===== src/hdl/dq_pkg.sv =====
package dq_pkg;

   localparam int DataWidth     = 32;
   localparam int ModeWidth     = 3;
   localparam int StatusWidth   = 2;
   localparam int CountOutWidth = 5;

   typedef logic signed [DataWidth-1:0] data_type;
   typedef logic [ModeWidth-1:0]        mode_type;
   typedef logic [StatusWidth-1:0]      status_type;

   // Operation codes carried in the request item.
   localparam mode_type MODE_PUSH_BACK  = 3'd0;
   localparam mode_type MODE_PUSH_FRONT = 3'd1;
   localparam mode_type MODE_POP_BACK   = 3'd2;
   localparam mode_type MODE_POP_FRONT  = 3'd3;
   localparam mode_type MODE_QUERY      = 3'd4;

   // Result status codes.
   localparam status_type STATUS_OK    = 2'd0;
   localparam status_type STATUS_EMPTY = 2'd1;
   localparam status_type STATUS_FULL  = 2'd2;

   // Per-cell controls: shift towards the front, shift towards the back, or load.
   typedef struct packed {
      logic shift_up;
      logic shift_down;
      logic load;
   } cell_ctrl_type;

endpackage


===== src/hdl/dq_cell.sv =====
module dq_cell (
   input  logic               clock,
   input  dq_pkg::cell_ctrl_type ctrl,
   input  dq_pkg::data_type   push_value,
   input  dq_pkg::data_type   lower_data,
   input  dq_pkg::data_type   upper_data,
   output dq_pkg::data_type   data
);
   import dq_pkg::*;

   data_type data_ff;
   data_type data_in;

   // A load only reaches the cell just above the occupied run, so it never
   // coincides with a shift.
   always_comb begin
      data_in = data_ff;
      if (ctrl.load) begin
         data_in = push_value;
      end else if (ctrl.shift_up) begin
         data_in = lower_data;
      end else if (ctrl.shift_down) begin
         data_in = upper_data;
      end
   end

   always_ff @(posedge clock) begin
      data_ff <= data_in;
   end

   assign data = data_ff;

endmodule


===== src/hdl/double_ended_queue_top.sv =====
// Bounded double-ended queue of 32-bit signed values, held in a row of cells.
// Request channel (req_*): each item carries an operation in req_tuser (push
// back, push front, pop back, pop front or query) and a value in req_tdata,
// which is only used by the two push operations.
// Response channel (rsp_*): every request item yields exactly one response
// item with the status, the values at the front and back ends, the count and
// an empty flag, all describing the queue after the operation.
// Cell 0 always holds the back-end value and cell count-1 the front-end value.
// A push at the back shifts the whole row up by one cell; a pop at the back
// shifts it down. A push at the front loads the cell just above the run,
// and a pop at the front only lowers the count.
// Each response is registered on acceptance. One item is taken per cycle
// as long as the response side keeps up; the response register frees in the
// same cycle that its item is taken, so no bubble is inserted.
// When the receiver stalls, the response is held and req_tready falls until
// it is taken. Reset empties the queue and drops any pending response; cell
// contents are not cleared, as an empty queue reports zero at both ends.
module double_ended_queue_top #(
   parameter int DEPTH = 16
) (
   input  logic        clock,
   input  logic        reset,
   input  logic        req_tvalid,
   output logic        req_tready,
   input  logic [31:0] req_tdata,  // [31:0] value
   input  logic [2:0]  req_tuser,  // [2:0] mode
   output logic        rsp_tvalid,
   input  logic        rsp_tready,
   output logic [71:0] rsp_tdata   // [1:0] status, [33:2] front_value,
                                   // [65:34] back_value, [70:66] count,
                                   // [71] is_empty
);
   import dq_pkg::*;

   localparam int IndexWidth = $clog2(DEPTH);
   localparam int CountWidth = $clog2(DEPTH + 1);

   logic [CountWidth-1:0] count_ff;
   logic [CountWidth-1:0] count_in;
   logic                  rsp_valid_ff;
   logic                  rsp_valid_in;
   status_type            status_ff;
   status_type            status_in;

   logic       req_accept;
   mode_type   mode;
   data_type   push_value;
   logic       is_full;
   logic       is_zero;
   logic       shift_up;
   logic       shift_down;
   logic       load_front;

   data_type   cell_data [DEPTH];
   logic [IndexWidth-1:0] front_index;
   logic [CountWidth+CountOutWidth-1:0] count_ext;
   data_type   front_value;
   data_type   back_value;

   // The response register is free when empty or when its item leaves now.
   assign req_tready = !rsp_valid_ff || rsp_tready;
   assign req_accept = req_tvalid && req_tready;
   assign mode       = req_tuser;
   assign push_value = data_type'(req_tdata);
   assign is_full    = (count_ff == CountWidth'(DEPTH));
   assign is_zero    = (count_ff == '0);

   always_comb begin
      status_in  = STATUS_OK;
      count_in   = count_ff;
      shift_up   = 1'b0;
      shift_down = 1'b0;
      load_front = 1'b0;
      if (req_accept) begin
         case (mode)
            MODE_PUSH_BACK: begin
               if (is_full) begin
                  status_in = STATUS_FULL;
               end else begin
                  shift_up = 1'b1;
                  count_in = count_ff + CountWidth'(1);
               end
            end
            MODE_PUSH_FRONT: begin
               if (is_full) begin
                  status_in = STATUS_FULL;
               end else begin
                  load_front = 1'b1;
                  count_in   = count_ff + CountWidth'(1);
               end
            end
            MODE_POP_BACK: begin
               if (is_zero) begin
                  status_in = STATUS_EMPTY;
               end else begin
                  shift_down = 1'b1;
                  count_in   = count_ff - CountWidth'(1);
               end
            end
            MODE_POP_FRONT: begin
               if (is_zero) begin
                  status_in = STATUS_EMPTY;
               end else begin
                  count_in = count_ff - CountWidth'(1);
               end
            end
            default: begin
               // Query and unused codes leave the queue untouched.
            end
         endcase
      end
   end

   // The row of cells. Each cell takes from its lower neighbour on a back
   // push and from its upper neighbour on a back pop; cell 0 takes the new
   // value on a push, and the top cell keeps its own contents on a pop.
   for (genvar i = 0; i < DEPTH; i++) begin : g_cell
      cell_ctrl_type ctrl;
      data_type      lower_data;
      data_type      upper_data;

      assign ctrl.shift_up   = shift_up;
      assign ctrl.shift_down = shift_down;
      // A front push is only taken below full, so the low index bits suffice.
      assign ctrl.load       = load_front && (count_ff[IndexWidth-1:0] == IndexWidth'(i));

      if (i == 0) begin : g_bottom
         assign lower_data = push_value;
      end else begin : g_lower
         assign lower_data = cell_data[i-1];
      end

      if (i == DEPTH - 1) begin : g_top
         assign upper_data = cell_data[i];
      end else begin : g_upper
         assign upper_data = cell_data[i+1];
      end

      dq_cell u_cell (
         .clock      (clock),
         .ctrl       (ctrl),
         .push_value (push_value),
         .lower_data (lower_data),
         .upper_data (upper_data),
         .data       (cell_data[i])
      );
   end

   assign rsp_valid_in = req_accept ? 1'b1 : (rsp_tready ? 1'b0 : rsp_valid_ff);

   always_ff @(posedge clock) begin
      if (reset) begin
         count_ff     <= '0;
         rsp_valid_ff <= 1'b0;
      end else begin
         count_ff     <= count_in;
         rsp_valid_ff <= rsp_valid_in;
      end
   end

   always_ff @(posedge clock) begin
      if (req_accept) begin
         status_ff <= status_in;
      end
   end

   // The cells and the count only change when a new item is accepted, which
   // is also when the response register is reloaded, so the end values can
   // be read straight from the cells while the response waits.
   assign front_index = IndexWidth'(count_ff - CountWidth'(1));
   assign front_value = is_zero ? data_type'(0) : cell_data[front_index];
   assign back_value  = is_zero ? data_type'(0) : cell_data[0];
   assign count_ext   = {{CountOutWidth{1'b0}}, count_ff};

   assign rsp_tvalid = rsp_valid_ff;
   assign rsp_tdata  = {is_zero, count_ext[CountOutWidth-1:0], back_value, front_value,
                        status_ff};

   a_count_bounded : assert property (@(posedge clock) disable iff (reset)
      count_ff <= CountWidth'(DEPTH))
      else $error("fill count above depth");

   a_full_status : assert property (@(posedge clock) disable iff (reset)
      rsp_valid_ff && (status_ff == STATUS_FULL) |-> is_full)
      else $error("full status reported on a queue that is not full");

   a_empty_status : assert property (@(posedge clock) disable iff (reset)
      rsp_valid_ff && (status_ff == STATUS_EMPTY) |-> is_zero)
      else $error("empty status reported on a queue that is not empty");

   a_one_action : assert property (@(posedge clock) disable iff (reset)
      $onehot0({shift_up, shift_down, load_front}))
      else $error("more than one cell action in a cycle");

   a_query_keeps : assert property (@(posedge clock) disable iff (reset)
      req_accept && (mode != MODE_PUSH_BACK) && (mode != MODE_PUSH_FRONT) &&
      (mode != MODE_POP_BACK) && (mode != MODE_POP_FRONT) |=> $stable(count_ff))
      else $error("query changed the fill count");

endmodule

===== config.mk =====
export PLATFORM = sky130hd
export DESIGN_NAME = double_ended_queue_top
export DESIGN_NICKNAME = d
export VERILOG_FILES = /design/src/hdl/dq_pkg.sv /design/src/hdl/dq_cell.sv /design/src/hdl/double_ended_queue_top.sv
export SDC_FILE = /design/constraint.sdc
export NUM_CORES = 1
export LEC_CHECK = 0
export ABC_CLOCK_PERIOD_IN_PS = 8300
export BUFFER_PORTS_ARGS = -buffer_cell sky130_fd_sc_hd__buf_2
export CORE_UTILIZATION = 25
export DETAILED_ROUTE_END_ITERATION = 12
export GPL_ROUTABILITY_DRIVEN = 0
export GPL_TIMING_DRIVEN = 0
export PLACE_DENSITY = 0.47
export SYNTH_ARGS = -nofsm -noshare
export SYNTH_HDL_FRONTEND = slang
export SYNTH_SLANG_ARGS = --single-unit

===== constraint.sdc =====
create_clock -name clock -period 8.3 [get_ports clock]
set_input_delay 0 -clock clock [delete_from_list [all_inputs] [get_ports clock]]
set_output_delay 0 -clock clock [all_outputs]
set_load 0.03 [all_outputs]

# [Word-level counts from Yosys, hierarchy flattened]
# Cells that the tools add are included.
# W data, S select, Z words.
[word_totals] ff_bits=520 input_bits=39 out_inout_bits=74 word_cells=155
[classes] add_sub_neg=2 magnitude_cmp=1 n_eq_ne=21 n_mux=68 bitwise=1 n_reduce_logical=43
[op_table] cell="$mux W32" count=51
[op_table] cell="$bmux W32 S4" count=1
[op_table] cell="$reduce_bool A3 Y1" count=15
[op_table] cell="$eq A4 B4 Y1 const B" count=8
[op_table] cell="$logic_and A1 B1 Y1" count=17
[op_table] cell="$eq A4 B3 Y1 const B" count=4
[op_table] cell="$mux W1" count=11
[op_table] cell="$mux W5" count=2
[op_table] cell="$pmux W5 S2" count=1
[op_table] cell="$eq A4 B2 Y1 const B" count=2
[op_table] cell="$eq A3 B2 Y1 const B" count=2
[op_table] cell="$reduce_bool A2 Y1" count=3
[op_table] cell="$add A5 B1 Y5 const B" count=1
[op_table] cell="$eq A5 B5 Y1 const B" count=1
[op_table] cell="$ge A5 B5 Y1 const B" count=1
[op_table] cell="$logic_not A5 Y1" count=1
[op_table] cell="$not A4 Y5" count=1
[op_table] cell="$sub A5 B1 Y5 const B" count=1
[op_table] cell="$eq A4 B1 Y1 const B" count=1
[op_table] cell="$logic_not A4 Y1" count=1
[op_table] cell="$ne A2 B2 Y1 const B" count=2
[op_table] cell="$pmux W2 S2" count=1
[op_table] cell="$reduce_and A4 Y1" count=1
[op_table] cell="$reduce_or A2 Y1" count=2
[op_table] cell="other kinds (5)" count=5

# [Depth between registers and ports, before layout]
[depth] ltp_word=7 mapped_depth=14 ltp_nobuf=6

# [Hierarchy]
# From an unflattened synthesis, not the netlist that was laid out.
[unflattened] cells_unflattened=2626 area_unflattened_um2=31564.0
[modules_own_cells] module="dq_cell" n_inst=16 cells_per_inst=140 area_each_um2=1672.9 seq_area_each_um2=960.9
[modules_own_cells] module="double_ended_queue_top" n_inst=1 cells_per_inst=386 area_each_um2=4798.4 seq_area_each_um2=180.2

# [Least setup slack after synthesis]
# Ideal clock, no wire load.
[synth_timing] path_type="register to register" from="register count_ff[0]" to="register g_cell[15].u_cell.data_ff[0] (enable)" setup_time_ns=0.428 arrival_ns=4.319 required_ns=7.872 setup_slack_ns=3.553 stages_incl_launch_ff=12 n_path_buf=6 period_less_slack_ns=4.747 path_cell_list="dfxtp_1 -> buf_2 -> buf_2 -> buf_2 -> buf_2 -> inv_1 -> ha_1 -> nor3b_2 -> a2111o_1 -> buf_6 -> clkbuf_1 -> o21bai_1"
[synth_via] elab_chain_len=6 elab_cells_between_ends=9 cone_classes="2 x eq/ne; 5 x mux; 2 x reduce/logical"
[synth_lines] element="start, declared" line="double_ended_queue_top.sv:38" rtl="logic [CountWidth-1:0] count_ff;"
[synth_lines] element="start signal, assigned" line="double_ended_queue_top.sv:156" rtl="count_ff <= count_in;"
[synth_lines] element="$eq A5 B5 Y1" line="double_ended_queue_top.sv:65" rtl="assign is_full = (count_ff == CountWidth'(DEPTH));"
[synth_lines] element="$mux W1" line="double_ended_queue_top.sv:77, double_ended_queue_top.sv:85"
[synth_lines] element="$mux W1" line="double_ended_queue_top.sv:75" rtl="case (mode)"
[synth_lines] element="$mux W1" line="double_ended_queue_top.sv:74" rtl="if (req_accept) begin"
[synth_lines] element="$logic_and A1 B1 Y1" line="double_ended_queue_top.sv:125" rtl="assign ctrl.load = load_front && (count_ff[IndexWidth-1:0] == IndexWidth'(i));"
[synth_lines] element="$reduce_bool A2 Y1 (no source line) (*)"
[synth_lines] element="end signal, assigned" line="dq_cell.sv:28" rtl="data_ff <= data_in;"
[synth_lines] element="end, declared" line="dq_cell.sv:11" rtl="data_type data_ff;"
# Every way passes the cells marked *; elsewhere a longest branch is shown, timed or not.
# A chain may end at the register's enable or synchronous reset.

# [Worst setup path after layout]
[layout_timing] from="register count_ff[0]" to="output rsp_tdata[32]"
[layout_via] elab_chain_len=6 elab_cells_between_ends=7 cone_classes="1 x add/sub; 4 x mux; 1 x bitwise; 1 x reduce/logical"
[layout_lines] element="$sub A5 B1 Y5" line="double_ended_queue_top.sv:170" rtl="assign front_index = IndexWidth'(count_ff - CountWidth'(1));"
[layout_lines] element="$not A4 Y5 (implied by the code)" line="double_ended_queue_top.sv:171" rtl="assign front_value = is_zero ? data_type'(0) : cell_data[front_index];"
[layout_lines] element="$bmux W32 S4" line="double_ended_queue_top.sv:171"
[layout_lines] element="$mux W32 (implied by the code) (2 in a row)" line="double_ended_queue_top.sv:171"
[layout_lines] element="$mux W32 (*)" line="double_ended_queue_top.sv:171"
[layout_lines] element="end, declared" line="double_ended_queue_top.sv:29" rtl="output logic [71:0] rsp_tdata"
# Every way passes the cells marked *; elsewhere a longest branch is shown, timed or not. The select of a mux whose other input is x is not followed.

==> results.md <==
- The analysis attributes to net switching a power of between 2 and 2.5 mW.
- At the later pin of the worst-skew pair, clock insertion delay measures 650 ps.
- The total routing resource utilization after global routing is 24.3%.
- The number of clock sinks seen by CTS is 520.
- Static timing analysis puts the maximum clock frequency at ~130 MHz.
- The number of global-route vias before repair was around 31000.
- The accumulated negative setup slack is 0 ps.
- In this run the tightest slew margin relative to its limit is -1.93%.
- For flop-to-flop paths, the worst setup slack is approximately 1900 ps.
- VDD sags by at most between 100 and 150 uV.
- The total leakage power is 10.5 nW.
- The row count is around 130.
- Setup repair after global routing left no endpoint under its margin.
- The post-synthesis cell count is 3314.
- The first global-routing pass estimated roughly 240000 um of wire.
- Traced cell by cell, the critical path runs through buf_2, buf_2, buf_2, buf_2, inv_1, ha_1, clkbuf_2, buf_1, mux4_2, o21ai_0, a31oi_1, buf_2.
- The horizontal die dimension is ~370 um.
- At the end of the flow, the number of nets in the layout was ~3500.
- Fill cells in the final layout number 14200.
- The core occupancy in the finished layout is around 29%.
- The data required time at the worst endpoint is about 8300 ps.
- The total congestion overflow after global routing is 0.
- The library cell used as clock root buffer is sky130_fd_sc_hd__clkbuf_16.
- The worst register-to-register path begins at count_ff[0].
- The number of top-level pins is 113.
- The fraction of power consumed by combinational cells is 18.9%.
- In the routed design, unresolved DRC markers number 0.
- The effective utilization at floorplan is between 20% and 30%.
- The kind of end point of the critical path is an output pin.
- The total nets after synthesis is approximately 3400.
- The core region is roughly 0.13 mm^2.
- The area taken by flip-flops and latches is between 0.015 and 0.02 mm^2.
- The arrival time of data at the critical path endpoint is between 7000 and 8000 ps.
- For this run, asynchronously set or reset flops after synthesis account for 0%.
- The total via count after detailed routing is 33100.
- The ratio of final minimum period to clock period is between 90% and 100%.
- The category of the most critical setup path is register to output pin.
- In this run, the number of DRC markers left after iteration 0 of detailed routing was approximately 5400.
- The cell depth of the worst flop-to-flop path is 13.
- The dominant synthesized flop cell is sky130_fd_sc_hd__edfxtp_1.
- The post-route minimum period is around 7500 ps.
- The worst hold slack across all endpoints is 86.4 ps.
- The tool flagged a number of max-cap violations equal to 1.
- Of the cells placed in the final design, the portion with a size suffix greater than 1 is 13.7%.
- TritonCTS built the clock tree.
- The total power divided by cell area is between 150 and 200 mW/mm^2.
- The internal power of the cells totals approximately 5 mW.
- The number of iterations in the first detailed-routing pass is 6.
- The area growth from synthesis to layout is 14.8%.
- The height of the die is about 370 um.
- The beginning of the critical path is count_ff[0].
- Dividing the detail-routed wire length by the instance count gives between 30 and 40 um.
- The flow ran to the end, but the final reports show violations.
- The capture point of the worst reg-to-reg path is g_cell[14].u_cell.data[16].
- The initial antenna violation count is 18.
- The die covers between 0.1 and 0.15 mm^2.
- The largest stage delay on the critical path is about 1100 ps.
- Summing all multi-input logic gate instances after layout gives 0.0157 mm^2.
- The final-report max-slew violation count is 7.
- The clock buffer count from CTS is 66.
- In this run, synthesis produced a sequential element count of 520.
- The total count of hold-check failures in the final report came to 0.
- The buffer depth of the longest clock path is 3.
- The total wire length after detailed routing is 170000 um.
- In this run the worst path has a maximum fanout of 10.
- The average cell area after synthesis is about 10 um^2.
- The worst-case clock skew is about 33 ps.
- The distinct cell type count of the synthesized netlist is 50.
- The sequential cell area fraction in the yosys report is around 46%.
- The capture point of the critical path is rsp_tdata[32].
- After detailed routing, the number of vias per cell comes to ~6.2.
- The count of yosys warnings during synthesis is 0.
- The synthesized design contains just over 500 enable-type register cells.
- The worst setup path is launched from a register.
- In this run the number of H-tree levels came out at 3.
- Net switching is between 30% and 40% of the power.
- In this run the worst hold path is classified as primary input to register.
- For this design, the slowest cell found on the critical path is sky130_fd_sc_hd__buf_1.
- The library cell appearing most often on the critical path is sky130_fd_sc_hd__buf_2.
- The slew at the pin closest to its max-slew limit is approximately 1500 ps.
- Clock-pin slew was measured on the worst setup and hold paths at approximately 60 ps.
- The count of input and output buffers is 80.
- The final reports fail on max-capacitance violations, max-slew violations.
- The setup violation total in the final timing report is 0.
- In this run, the clock network consumes about 40% of the power.
- Buffers added to address setup during post-CTS repair amount to 0.
- The HPWL after detailed placement is about 130000 um.
- The detail route stage leaves a number of antenna-violating nets equal to 0.
- Entering global routing, the biggest net connects 33 pins.
- After synthesis the cells add up to about 0.034 mm^2.
- Registers are responsible for roughly two fifths of the overall power.
- The total design power is about 7.3 mW.
## placed cells by master (no fill, tap or decap), types with 31 or more instances in the layout
master                        n
sky130_fd_sc_hd__mux2_2      58
sky130_fd_sc_hd__edfxtp_1   514
sky130_fd_sc_hd__clkbuf_16   70
sky130_fd_sc_hd__buf_1       38
sky130_fd_sc_hd__a31oi_1    349
sky130_fd_sc_hd__mux4_2     128
sky130_fd_sc_hd__a41oi_1     31
sky130_fd_sc_hd__nor4_1     352
sky130_fd_sc_hd__nor2b_1    130
sky130_fd_sc_hd__a2bb2oi_1   96
sky130_fd_sc_hd__buf_6       46
sky130_fd_sc_hd__clkbuf_1   395
sky130_fd_sc_hd__nand3_1    351
sky130_fd_sc_hd__buf_2      125
sky130_fd_sc_hd__nand2_1     73
sky130_fd_sc_hd__o21ai_0    605
## how the worst min path moves through the flow
stage,from,slack [ps],end,cells after the start
2_1_floorplan,reset,70,count_ff[2],1
3_3_place_gp,reset,290,count_ff[3],2
3_5_place_dp,reset,290,count_ff[4],2
4_1_cts,req_tdata[1],40,g_cell[5].u_cell.data[1],3
5_1_grt,req_tdata[1],90,g_cell[7].u_cell.data[1],3
6_report,req_tdata[1],90,g_cell[5].u_cell.data[1],3
## per-layer routing
metal | routed length (um) | vias up | part of all wire, % | track usage, %
li1 | - | 13600 | - | -
met1 | 73200 | 16700 | 43 | 35.1
met2 | 69200 | 2371 | 41 | 34.0
met3 | 20000 | 327 | 12 | 6.61
met4 | 7100 | 10 | 4.2 | 9.11
met5 | 58 | - | 0.034 | 0
## critical path, delay by kind of cell (launching register included)
kind / cells / cell delay (ps)
buffers and inverters: 8 / 4390
AO/OA/AOI/OAI: 2 / 1040
multiplexers: 1 / 430
flip-flops: 1 / 420
adder cells (fa/ha/maj): 1 / 520
## metrics by stage
| stage | worst slack, ps | instances | instance area [um^2] |
|---|---|---|---|
| final | 799 | 5298 | 38500 |
| after floorplan | 3550 | 3314 | 33500 |
| after global placement | 332 | 5162 | 36200 |
| after detailed placement | 1780 | 5170 | 36400 |
| after global routing | 806 | 5293 | 38500 |
| after CTS | 1080 | 5292 | 38500 |
## sequential cells by signal (all words and copies together) (netlist names)
register            flops
count_ff                5
g_cell.u_cell.data    512
status_ff               2
rsp_tvalid              1
## Yosys cell counts, types with 3 or more instances
master                      count  area share, %
sky130_fd_sc_hd__o21ai_0      606            9.0
sky130_fd_sc_hd__edfxtp_1     514             46
sky130_fd_sc_hd__clkbuf_1     382            4.3
sky130_fd_sc_hd__nor4_1       352            6.6
sky130_fd_sc_hd__nand3_1      351            5.2
sky130_fd_sc_hd__a31oi_1      349            6.5
sky130_fd_sc_hd__nor2b_1      130            2.4
sky130_fd_sc_hd__mux4_2       128            8.6
sky130_fd_sc_hd__a2bb2oi_1     96            2.5
sky130_fd_sc_hd__nand2_1       88           0.98
sky130_fd_sc_hd__mux2_2        58            1.9
sky130_fd_sc_hd__buf_2         45           0.67
sky130_fd_sc_hd__buf_6         45            1.5
sky130_fd_sc_hd__buf_1         38           0.43
sky130_fd_sc_hd__a41oi_1       31           0.81
sky130_fd_sc_hd__or3_1         15           0.28
sky130_fd_sc_hd__a21oi_1        8           0.12
sky130_fd_sc_hd__nor3_1         8           0.12
sky130_fd_sc_hd__nor2_1         7          0.078
sky130_fd_sc_hd__o21ai_1        7           0.10
sky130_fd_sc_hd__dfxtp_1        6           0.36
sky130_fd_sc_hd__mux2_1         6           0.20
sky130_fd_sc_hd__ha_1           5           0.19
sky130_fd_sc_hd__inv_1          5          0.056
sky130_fd_sc_hd__a31oi_2        3           0.11
sky130_fd_sc_hd__nand2b_1       3          0.056
## what timing repair did
item	CTS	global route
hold buffers	4	0
gates resized for setup	0	0
endpoints found under the hold margin	7	0
## power by group through the flow
stage / logic (mW) / registers, mW / clock network [mW]
floorplan: 0.784 / 3.05 / 0
global placement: 1.31 / 3.08 / 0
detailed placement: 1.32 / 3.08 / 0
CTS: 1.33 / 3.02 / 2.91
global route: 1.42 / 3.03 / 3.00
finish: 1.38 / 3.03 / 2.90
## kinds of logic (layout without fill, tap and decap cells)
kind of cell	count (synthesis)	in the layout	synth area share, %
AO/OA/AOI/OAI	1112	1112	19.6
AND/OR/NAND/NOR	965	965	16.0
flip-flops	520	520	46.4
buffers and inverters	516	726	6.96
multiplexers	193	193	10.8
adder cells (fa/ha/maj)	5	5	0.187
XOR/XNOR	3	3	0.0784
other	0	6	0
## cell type report
type | count | share of cell area, %
multi-input cells | 2278 | 40.9
inverters | 5 | 0.0488
repair buffers | 92 | 1.56
diodes | 6 | 0.0390
plain buffers | 511 | 6.02
flip-flops and latches | 520 | 40.4
clock buffers | 87 | 4.79
clock inverters | 31 | 0.527
well taps | 1768 | 5.75
Power figures use the tool's default switching activity.
